--- src/sv/lcx_pkg.sv ---
package lcx_pkg;

  localparam int CAPACITY  = 16;
  localparam int IDX_BITS  = 4;
  localparam int CNT_BITS  = 5;
  localparam int RANK_BITS = 4;
  localparam int KEY_BITS  = 32;
  localparam int DATA_BITS = 64;
  localparam int TIME_BITS = 32;
  localparam int LIFE_BITS = 16;

  // operation codes
  localparam logic [2:0] F_GET     = 3'd0;
  localparam logic [2:0] F_PUT     = 3'd1;
  localparam logic [2:0] F_EXISTS  = 3'd2;
  localparam logic [2:0] F_REMOVE  = 3'd3;
  localparam logic [2:0] F_CLEAR   = 3'd4;
  localparam logic [2:0] F_CLEANUP = 3'd5;
  localparam logic [2:0] F_TRIM    = 3'd6;

  // register indexes
  localparam logic REG_MAX_ENTRIES      = 1'b0;
  localparam logic REG_DEFAULT_LIFETIME = 1'b1;

  typedef struct packed {
    logic [2:0]           func;
    logic [KEY_BITS-1:0]  key_tag;
    logic [DATA_BITS-1:0] data_word;
    logic [LIFE_BITS-1:0] lifetime;
    logic                 use_default_lifetime;
    logic [TIME_BITS-1:0] current_time;
  } in_t;

  typedef struct packed {
    logic                 found;
    logic [DATA_BITS-1:0] read_data;
    logic                 evicted;
    logic [CNT_BITS-1:0]  removed_count;
    logic [CNT_BITS-1:0]  entry_count;
    logic [31:0]          hit_total;
    logic [31:0]          miss_total;
    logic [31:0]          eviction_total;
  } out_t;

  // one stored entry
  typedef struct packed {
    logic [KEY_BITS-1:0]  key;
    logic [DATA_BITS-1:0] data;
    logic [TIME_BITS-1:0] expiry;
    logic [RANK_BITS-1:0] rank;
  } rec_t;

  localparam int REC_BITS = $bits(rec_t);

  typedef struct packed {
    logic hit_inc;
    logic miss_inc;
    logic evict_inc;
    logic clear;
  } stats_cmd_t;

endpackage

--- src/sv/lcx_ram.sv ---
// Single-port-write, single-port-read RAM with registered read data.
module lcx_ram #(
  parameter int WIDTH = 8,
  parameter int DEPTH = 16,
  parameter int ADDR_BITS = $clog2(DEPTH)
) (
  input  logic                 clk,
  input  logic                 we,
  input  logic [ADDR_BITS-1:0] waddr,
  input  logic [WIDTH-1:0]     wdata,
  input  logic                 re,
  input  logic [ADDR_BITS-1:0] raddr,
  output logic [WIDTH-1:0]     rdata
);

  logic [WIDTH-1:0] mem [DEPTH];

  always_ff @(posedge clk) begin
    if (we) begin
      mem[waddr] <= wdata;
    end
    if (re) begin
      rdata <= mem[raddr];
    end
  end

endmodule

--- src/sv/lcx_stats.sv ---
// Saturating hit / miss / eviction counters.
module lcx_stats (
  input  logic              clk,
  input  logic              rst,
  input  lcx_pkg::stats_cmd_t cmd,
  output logic [31:0]       hit_total,
  output logic [31:0]       miss_total,
  output logic [31:0]       eviction_total
);

  always_ff @(posedge clk) begin
    if (rst || cmd.clear) begin
      hit_total      <= '0;
      miss_total     <= '0;
      eviction_total <= '0;
    end else begin
      if (cmd.hit_inc && hit_total != '1) begin
        hit_total <= hit_total + 32'd1;
      end
      if (cmd.miss_inc && miss_total != '1) begin
        miss_total <= miss_total + 32'd1;
      end
      if (cmd.evict_inc && eviction_total != '1) begin
        eviction_total <= eviction_total + 32'd1;
      end
    end
  end

endmodule

--- src/sv/lru_cache_with_expiry_unit.sv ---
// LRU key/value store with per-entry expiry, 16 entries.
// Input channel (in_valid/in_ready/in_word) takes one operation word: get, put,
// exists, remove, clear, cleanup or trim. Output channel (out_valid/out_ready/
// out_word) returns exactly one result word per operation, in order.
// Config port: cfg_we with cfg_index 0 (max_entries) or 1 (default_lifetime);
// write only while the block is idle.
// One word is worked on at a time. Entry records live in one RAM; every pass
// over it reads all 16 entries through the registered read port. A scan pass
// finds the key, the oldest entry and the first expired entry; an update pass
// rewrites recency ranks. Trim runs one scan per eviction and cleanup one
// scan/update round per dropped entry. The next word is taken in the cycle
// after the result is loaded.
// The result sits in an output register, so a stalled receiver only holds
// the block once a second result is ready.
// Reset empties the store, zeroes the counters, restores max_entries 16 and
// default_lifetime 300. No clearing pass is needed: entry valid bits are flops.
module lru_cache_with_expiry_unit (
  input  logic          clk,
  input  logic          rst,
  input  logic          in_valid,
  output logic          in_ready,
  input  lcx_pkg::in_t  in_word,
  output logic          out_valid,
  input  logic          out_ready,
  output lcx_pkg::out_t out_word,
  input  logic          cfg_we,
  input  logic          cfg_index,
  input  logic [15:0]   cfg_data
);

  localparam logic [2:0] S_IDLE = 3'd0;
  localparam logic [2:0] S_SCAN = 3'd1;
  localparam logic [2:0] S_DEC  = 3'd2;
  localparam logic [2:0] S_SLOT = 3'd3;
  localparam logic [2:0] S_UPD  = 3'd4;
  localparam logic [2:0] S_FIN  = 3'd5;

  localparam logic [1:0] M_DROP   = 2'd0;
  localparam logic [1:0] M_RECENT = 2'd1;
  localparam logic [1:0] M_INSERT = 2'd2;

  localparam int IB = lcx_pkg::IDX_BITS;
  localparam int CB = lcx_pkg::CNT_BITS;
  localparam int RB = lcx_pkg::RANK_BITS;
  localparam int TB = lcx_pkg::TIME_BITS;
  localparam logic [IB-1:0] LAST_IDX = IB'(lcx_pkg::CAPACITY - 1);
  localparam logic [CB-1:0] CAP_CNT  = CB'(lcx_pkg::CAPACITY);

  logic [2:0] state;
  logic [CB-1:0] cnt;
  logic pv;
  logic [IB-1:0] pidx;
  logic [lcx_pkg::CAPACITY-1:0] valid;
  logic [CB-1:0] count;
  logic [4:0] max_entries;
  logic [15:0] def_life;

  // latched operation
  logic [2:0] func_q;
  logic [lcx_pkg::KEY_BITS-1:0] key_q;
  logic [lcx_pkg::DATA_BITS-1:0] data_q;
  logic [TB-1:0] exp_q;
  logic [TB-1:0] now_q;

  // scan results
  logic hit, hit_exp, ex_hit;
  logic [IB-1:0] hit_idx, old_idx, ex_idx;
  logic [RB-1:0] hit_rank, ex_rank;
  logic [lcx_pkg::DATA_BITS-1:0] hit_data;

  // update pass control
  logic [1:0] mode;
  logic [IB-1:0] tgt;
  logic [RB-1:0] ref_rank;
  logic upd_data;

  // result fields
  logic found;
  logic [lcx_pkg::DATA_BITS-1:0] rdata;
  logic evicted;
  logic [CB-1:0] removed;

  logic ram_re, ram_we;
  logic [lcx_pkg::REC_BITS-1:0] ram_rd;
  lcx_pkg::rec_t rd_rec, wr_rec;
  lcx_pkg::stats_cmd_t scmd;
  logic [31:0] hit_total, miss_total, eviction_total;

  logic [CB-1:0] lim;
  logic [15:0] life_sel;
  logic [TB:0] exp_sum;
  logic [IB-1:0] free_idx;
  logic v_cur, key_m, is_old, is_exp, get_hit, put_evict;

  assign rd_rec   = lcx_pkg::rec_t'(ram_rd);
  assign in_ready = (state == S_IDLE);
  assign lim      = (max_entries > CAP_CNT) ? CAP_CNT : max_entries;

  // expiry for put, saturating at the top of the time range
  assign life_sel = in_word.use_default_lifetime ? def_life : in_word.lifetime;
  assign exp_sum  = {1'b0, in_word.current_time} + (TB + 1)'(life_sel);

  // per-entry compares on the word coming out of the RAM
  assign v_cur  = valid[pidx];
  assign key_m  = v_cur && (rd_rec.key == key_q);
  assign is_old = v_cur && ({1'b0, rd_rec.rank} == (count - CB'(1)));
  assign is_exp = v_cur && (now_q > rd_rec.expiry);

  assign get_hit   = hit && !hit_exp;
  assign put_evict = !hit && (count >= lim) && (count != '0);

  // first free slot
  always_comb begin
    free_idx = '0;
    for (int i = lcx_pkg::CAPACITY - 1; i >= 0; i--) begin
      if (!valid[i]) begin
        free_idx = IB'(i);
      end
    end
  end

  // counter pulses
  always_comb begin
    scmd = '0;
    if (state == S_DEC) begin
      scmd.hit_inc   = (func_q == lcx_pkg::F_GET) && get_hit;
      scmd.miss_inc  = (func_q == lcx_pkg::F_GET) && !get_hit;
      scmd.evict_inc = ((func_q == lcx_pkg::F_PUT) && put_evict) ||
                       ((func_q == lcx_pkg::F_TRIM) && (count > lim));
      scmd.clear     = (func_q == lcx_pkg::F_CLEAR);
    end
  end

  // record rewrite during an update pass: ranks, and key/data/expiry of the target
  always_comb begin
    ram_we = 1'b0;
    wr_rec = rd_rec;
    if (state == S_UPD && pv) begin
      case (mode)
        M_DROP: begin
          if (v_cur && rd_rec.rank > ref_rank) begin
            wr_rec.rank = rd_rec.rank - RB'(1);
            ram_we = 1'b1;
          end
        end
        M_RECENT: begin
          if (pidx == tgt) begin
            wr_rec.rank = '0;
            if (upd_data) begin
              wr_rec.data   = data_q;
              wr_rec.expiry = exp_q;
            end
            ram_we = 1'b1;
          end else if (v_cur && rd_rec.rank < ref_rank) begin
            wr_rec.rank = rd_rec.rank + RB'(1);
            ram_we = 1'b1;
          end
        end
        M_INSERT: begin
          if (pidx == tgt) begin
            wr_rec.key    = key_q;
            wr_rec.data   = data_q;
            wr_rec.expiry = exp_q;
            wr_rec.rank   = '0;
            ram_we = 1'b1;
          end else if (v_cur) begin
            wr_rec.rank = rd_rec.rank + RB'(1);
            ram_we = 1'b1;
          end
        end
        default: ram_we = 1'b0;
      endcase
    end
  end

  // reads run one address ahead of the write, so no same-entry overlap
  assign ram_re = (state == S_SCAN || state == S_UPD) && !cnt[IB];

  lcx_ram #(
    .WIDTH(lcx_pkg::REC_BITS),
    .DEPTH(lcx_pkg::CAPACITY)
  ) u_ram (
    .clk  (clk),
    .we   (ram_we),
    .waddr(pidx),
    .wdata(wr_rec),
    .re   (ram_re),
    .raddr(cnt[IB-1:0]),
    .rdata(ram_rd)
  );

  lcx_stats u_stats (
    .clk           (clk),
    .rst           (rst),
    .cmd           (scmd),
    .hit_total     (hit_total),
    .miss_total    (miss_total),
    .eviction_total(eviction_total)
  );

  // sequencer
  always_ff @(posedge clk) begin
    if (rst) begin
      state       <= S_IDLE;
      cnt         <= '0;
      pv          <= 1'b0;
      valid       <= '0;
      count       <= '0;
      max_entries <= 5'd16;
      def_life    <= 16'd300;
      out_valid   <= 1'b0;
    end else begin
      if (cfg_we) begin
        case (cfg_index)
          lcx_pkg::REG_MAX_ENTRIES:      max_entries <= cfg_data[4:0];
          lcx_pkg::REG_DEFAULT_LIFETIME: def_life    <= cfg_data;
          default: ;
        endcase
      end

      // result taken; a new one loading in S_FIN keeps it set
      if (out_valid && out_ready && state != S_FIN) begin
        out_valid <= 1'b0;
      end

      // address issue and read pipeline
      if (state == S_SCAN || state == S_UPD) begin
        pv   <= !cnt[IB];
        pidx <= cnt[IB-1:0];
        if (!cnt[IB]) begin
          cnt <= cnt + CB'(1);
        end
      end else begin
        pv <= 1'b0;
      end

      case (state)
        S_IDLE: begin
          if (in_valid) begin
            func_q  <= in_word.func;
            key_q   <= in_word.key_tag;
            data_q  <= in_word.data_word;
            now_q   <= in_word.current_time;
            exp_q   <= exp_sum[TB] ? '1 : exp_sum[TB-1:0];
            found   <= 1'b0;
            rdata   <= '0;
            evicted <= 1'b0;
            removed <= '0;
            cnt     <= '0;
            hit     <= 1'b0;
            ex_hit  <= 1'b0;
            state   <= S_SCAN;
          end
        end

        S_SCAN: begin
          if (pv) begin
            if (key_m && !hit) begin
              hit      <= 1'b1;
              hit_idx  <= pidx;
              hit_rank <= rd_rec.rank;
              hit_exp  <= now_q > rd_rec.expiry;
              hit_data <= rd_rec.data;
            end
            if (is_old) begin
              old_idx <= pidx;
            end
            if (is_exp && !ex_hit) begin
              ex_hit  <= 1'b1;
              ex_idx  <= pidx;
              ex_rank <= rd_rec.rank;
            end
            if (pidx == LAST_IDX) begin
              state <= S_DEC;
            end
          end
        end

        S_DEC: begin
          cnt <= '0;
          case (func_q)
            lcx_pkg::F_GET: begin
              if (get_hit) begin
                found    <= 1'b1;
                rdata    <= hit_data;
                mode     <= M_RECENT;
                tgt      <= hit_idx;
                ref_rank <= hit_rank;
                upd_data <= 1'b0;
                state    <= S_UPD;
              end else if (hit) begin
                valid[hit_idx] <= 1'b0;
                count    <= count - CB'(1);
                mode     <= M_DROP;
                ref_rank <= hit_rank;
                state    <= S_UPD;
              end else begin
                state <= S_FIN;
              end
            end
            lcx_pkg::F_PUT: begin
              if (hit) begin
                mode     <= M_RECENT;
                tgt      <= hit_idx;
                ref_rank <= hit_rank;
                upd_data <= 1'b1;
                state    <= S_UPD;
              end else begin
                // oldest holds the top rank, so no ranks shift on its removal
                if (put_evict) begin
                  valid[old_idx] <= 1'b0;
                  count   <= count - CB'(1);
                  evicted <= 1'b1;
                end
                state <= S_SLOT;
              end
            end
            lcx_pkg::F_EXISTS: begin
              if (hit && hit_exp) begin
                valid[hit_idx] <= 1'b0;
                count    <= count - CB'(1);
                mode     <= M_DROP;
                ref_rank <= hit_rank;
                state    <= S_UPD;
              end else begin
                if (hit) begin
                  found <= 1'b1;
                end
                state <= S_FIN;
              end
            end
            lcx_pkg::F_REMOVE: begin
              if (hit) begin
                valid[hit_idx] <= 1'b0;
                count    <= count - CB'(1);
                found    <= 1'b1;
                mode     <= M_DROP;
                ref_rank <= hit_rank;
                state    <= S_UPD;
              end else begin
                state <= S_FIN;
              end
            end
            lcx_pkg::F_CLEAR: begin
              valid <= '0;
              count <= '0;
              state <= S_FIN;
            end
            lcx_pkg::F_CLEANUP: begin
              // one expired entry per scan/update round
              if (ex_hit) begin
                valid[ex_idx] <= 1'b0;
                count    <= count - CB'(1);
                removed  <= removed + CB'(1);
                mode     <= M_DROP;
                ref_rank <= ex_rank;
                state    <= S_UPD;
              end else begin
                state <= S_FIN;
              end
            end
            lcx_pkg::F_TRIM: begin
              if (count > lim) begin
                valid[old_idx] <= 1'b0;
                count   <= count - CB'(1);
                removed <= removed + CB'(1);
                evicted <= 1'b1;
                hit     <= 1'b0;
                ex_hit  <= 1'b0;
                state   <= S_SCAN;
              end else begin
                state <= S_FIN;
              end
            end
            default: state <= S_FIN;
          endcase
        end

        S_SLOT: begin
          tgt   <= free_idx;
          mode  <= M_INSERT;
          cnt   <= '0;
          state <= S_UPD;
        end

        S_UPD: begin
          if (pv && pidx == LAST_IDX) begin
            if (mode == M_INSERT) begin
              valid[tgt] <= 1'b1;
              count      <= count + CB'(1);
            end
            if (func_q == lcx_pkg::F_CLEANUP) begin
              cnt     <= '0;
              hit     <= 1'b0;
              ex_hit  <= 1'b0;
              state   <= S_SCAN;
            end else begin
              state <= S_FIN;
            end
          end
        end

        S_FIN: begin
          if (!out_valid || out_ready) begin
            out_valid                <= 1'b1;
            out_word.found           <= found;
            out_word.read_data       <= rdata;
            out_word.evicted         <= evicted;
            out_word.removed_count   <= removed;
            out_word.entry_count     <= count;
            out_word.hit_total       <= hit_total;
            out_word.miss_total      <= miss_total;
            out_word.eviction_total  <= eviction_total;
            state                    <= S_IDLE;
          end
        end

        default: state <= S_IDLE;
      endcase
    end
  end

endmodule

--- config.mk ---
export PLATFORM = sky130hd
export DESIGN_NAME = lru_cache_with_expiry_unit
export DESIGN_NICKNAME = d
export VERILOG_FILES = /design/src/sv/lcx_pkg.sv /design/src/sv/lcx_ram.sv /design/src/sv/lcx_stats.sv /design/src/sv/lru_cache_with_expiry_unit.sv
export SDC_FILE = /design/constraint.sdc
export NUM_CORES = 2
export LEC_CHECK = 0
export BUFFER_PORTS_ARGS = -buffer_cell sky130_fd_sc_hd__buf_4
export CORE_MARGIN = 3
export CORE_UTILIZATION = 30
export CTS_CLUSTER_DIAMETER = 120
export DETAILED_ROUTE_END_ITERATION = 8
export PLACE_DENSITY = 0.49
export SKIP_LAST_GASP = 1
export SLEW_MARGIN = 5
export SYNTH_ARGS = -nofsm -noshare
export SYNTH_HDL_FRONTEND = slang
export SYNTH_SLANG_ARGS = --single-unit
--- constraint.sdc ---
create_clock -name clk -period 15.9 [get_ports clk]
set_input_delay 0.795 -clock clk [delete_from_list [all_inputs] [get_ports clk]]
set_output_delay 0.795 -clock clk [all_outputs]
set_load 0.005 [all_outputs]
==> summary.md <==
| Metric | Value |
|---|---|
| Initial antenna violation count | 27 |
| YS warnings | 0 |
| Worst Hold Class | primary input to flip-flop |
| CTS tree | yes |
| Gr usage total | 15.2% |
| Power density over the cells | 130 nW/um2 |
| CTS clk-pin slew, worst paths | 0.06 ns |
| RSZ-0062 raised after global routing | no |
| Die Width | 616 um |
| Synth area leaders | edfxtp_1, mux4_2, dfxtp_1 |
| Clock sinks | 2900 |
| Max clock buf depth | 4 |
| Total wire length | 295000 um |
| EDFF count, synth | 2752 |
| Slowest CP cell | edfxtp_1 |
| Setup crit end kind | flip-flop |
| Global placement routability congestion | 0.807 |
| Crit Path Category | flip-flop to flip-flop |
| DRC violations left | 0 |
| Slew HR | 18.9% |
| Status | complete, no violations |
| GR Overflow Total | 0 |
| CP Cell Sequence | mux2_2 > o22ai_1 > o31ai_1 > nand2_1 > o22ai_1 > nand3_1 > nor2_4 > buf_4 > buf_4 > buf_4 |
| Fmax | 0.154 GHz |
| Dpl cells | 10536 |
| Total of max-cap violations | 0 |
| Syn_nets | 5630 |
| Synth Flop Type | edfxtp_1 |
| Maximum number of pins on one net before global-route repair | 139 |
| Post-synth top area share | 74.0% |
| Worst skew pair latency | 0.92 ns |
| Remaining antenna violation count | 0 |
| Crit path buffers/inverters | 3 |
| Worst Max-Slew Pin Slew | 1.22 ns |
| I/O Buffers | 343 |
| Cell leakage power | 40.4 nW |
| Setup TNS | 0 ns |
| Core Area | 370000 um2 |
| Slew Limit Fails | 0 |
| DR vias/cell | 4.93 |
| DR WL/cell | 26.3 um |
| Share of cells above drive strength 1 | 26.8% |
| Final period util | 40.9% |
| Setup Skew | 0.0794 ns |
| Area leader, netlist | edfxtp_1 |
| Inserted Clock Buffers | 326 |
| Total vias in the final route | 55217 |
| Synth cell types | 76 |
| Crit path arrival time | 7.03 ns |
| Io pins | 344 |
| Fin crit period | 6.50 ns |
| H-tree lvl count | 5 |
| Crit start category | flip-flop |
| Mean area per synthesized cell | 20.7 um2 |
| Seq/Total Area, Yosys | 76.7% |
| Synthesized cell area | 112000 um2 |
| Largest delay share family, worst path | buffers and inverters |
| Asr flop ratio synth | 0% |
| First DRT Iteration DRCs | 5222 |
| Final Hold Fails | 0 |
| Starting density of the core | 30.2% |
| Post-synth top cells | edfxtp_1, mux4_2, nor2_1 |
| First-pass GRT wire length | 425000 um |
| FF/Latch Area | 85600 um2 |
| Critical path's largest stage delay | 0.92 ns |
| Area of the multi-input gates | 24900 um2 |
| Critical path data required time | 16.43 ns |
| Total die area | 379000 um2 |
| Filler instances | 34159 |
| Most used cell, CP | buf_4 |
| Max rail drop VDD | 0.0869 mV |
| Final core utilization | 35.6% |
| Setup violators final | 0 |
| #FFs+latches synth | 2900 |
| Layout Nets | 6223 |
| Final std cells w/o fill | 11193 |
| Drt first pass iters | 5 |
| Synth Instances | 5388 |
| Syn-to-layout area delta | 18.0% |
| Crit-path max FO | 44 |
| Vias in the first global route | 57629 |
| CTS root buf | clkbuf_16 |
| Post-DP HPWL | 166000 um |
| Core Rows | 223 |
| Most frequent cell after synthesis | edfxtp_1 |
| Die height | 616 um |
## power by group
| part | switching [mW] | internal (mW) | leakage (nW) | total, mW |
|---|---|---|---|---|
| registers | 0.0948 | 8.60 | 25.9 | 8.70 |
| logic | 0.575 | 0.389 | 9.42 | 0.964 |
| clock network | 3.09 | 4.33 | 5.11 | 7.42 |
## worst reg2reg max path, cell delays in order, from the launching register on
cell and delay, ns:
edfxtp_1 0.92, mux2_2 0.32, o22ai_1 0.10, o31ai_1 0.53, nand2_1 0.36, o22ai_1 0.49
nand3_1 0.40, nor2_4 0.57, buf_4 0.74, buf_4 0.77, buf_4 0.87
## routing by layer
| layer | wire length (um) | track usage, % | vias to the layer above |
|---|---|---|---|
| li1 | - | - | 23473 |
| met2 | 144000 | 25.2 | 1569 |
| met1 | 129000 | 21.0 | 29759 |
| met5 | 21 | 0 | - |
| met4 | 7580 | 3.94 | 4 |
| met3 | 14700 | 2.22 | 412 |
## layout make-up
| class | count | area share, % |
|---|---|---|
| Antenna cell | 5 | 0.00950 |
| Multi-Input combinational cell | 2155 | 18.9 |
| Clock buffer | 407 | 6.52 |
| Inverter | 86 | 0.247 |
| Clock inverter | 178 | 1.44 |
| Sequential cell | 2900 | 65.0 |
| Timing Repair Buffer | 512 | 3.16 |
| Tap cell | 4950 | 4.70 |
## through the flow
| step | setup slack (ns) | instance area (um2) | hold WS [ns] | total power [mW] |
|---|---|---|---|---|
| floorplan | 1.27 | 112000 | 0.400 | 9.46 |
| global placement | 9.42 | 121000 | 0.407 | 9.82 |
| detailed placement | 9.30 | 121000 | 0.405 | 9.83 |
| CTS | 9.27 | 132000 | 0.00413 | 17.3 |
| global route | 9.03 | 132000 | 0.0239 | 17.7 |
| finish | 9.40 | 132000 | 0.0909 | 17.1 |
## sequential cells by signal, indices dropped and copies added, names as in the netlist, 5 cells and up
| signal | cells |
|---|---|
| u_stats.eviction_total | 32 |
| u_ram.rdata | 132 |
| exp_q | 32 |
| u_stats.miss_total | 32 |
| def_life | 16 |
| u_stats.hit_total | 32 |
| cnt | 5 |
| rdata | 64 |
| key_q | 32 |
| max_entries | 5 |
| hit_data | 64 |
| count | 5 |
| data_q | 64 |
| out_word | 172 |
| removed | 5 |
| u_ram.mem | 2112 |
| now_q | 32 |
| valid | 16 |
## path summary, 6_finish.rpt
kind	start	endpoint	slack, ns	depth (start not counted)
worst max-delay path	pidx[2]$_DFFE_PP_	u_ram.mem[2][105]$_DFFE_PP_	9.40	10
worst min-delay path	in_word[127]	key_q[14]$_DFFE_PP_	0.09	1
worst max register to register	pidx[2]$_DFFE_PP_	u_ram.mem[2][105]$_DFFE_PP_	9.40	10
worst min register to register	rdata[51]$_SDFFCE_PN0P_	out_word[158]$_DFFE_PP_	0.39	0
## logic make-up (layout without fill, tap and decap cells)
group	count (synthesis)	count (layout)	synth area share [%]
buffers and inverters	333	1183	1.13
other	0	5	0
muxes	730	730	14.0
adders and majority gates	72	72	0.814
AOI/OAI and AO/OA	416	416	2.66
and+or+nand+nor	808	808	3.68
DFF	2900	2900	76.7
xor gates and xnor gates	129	129	1.01
## what timing repair did
| item | in CTS | in global routing |
|---|---|---|
| hold buffers | 67 | 0 |
| setup buffers | 0 | 0 |
| gates resized for setup | 0 | 0 |
| hold endpoints to repair | 67 | 0 |
## layout by cell type, fill, tap and decap left out, types with 32 or more instances in the layout
master	instances
o21ai_0	57
inv_1	85
edfxtp_1	2752
xor2_1	53
nand4_1	42
nor2_1	176
clkinv_2	54
mux2_2	56
mux4_2	660
dfxtp_1	144
a21oi_1	81
xnor2_1	76
nor2b_1	32
nand3_1	76
ha_1	71
clkinv_1	59
a22o_1	98
clkbuf_1	72
nand2_1	179
clkbuf_16	330
and2_1	72
nor3_1	43
dlygate4sd3_1	67
buf_4	433
No activity file was read; power rests on OpenSTA's default activity.
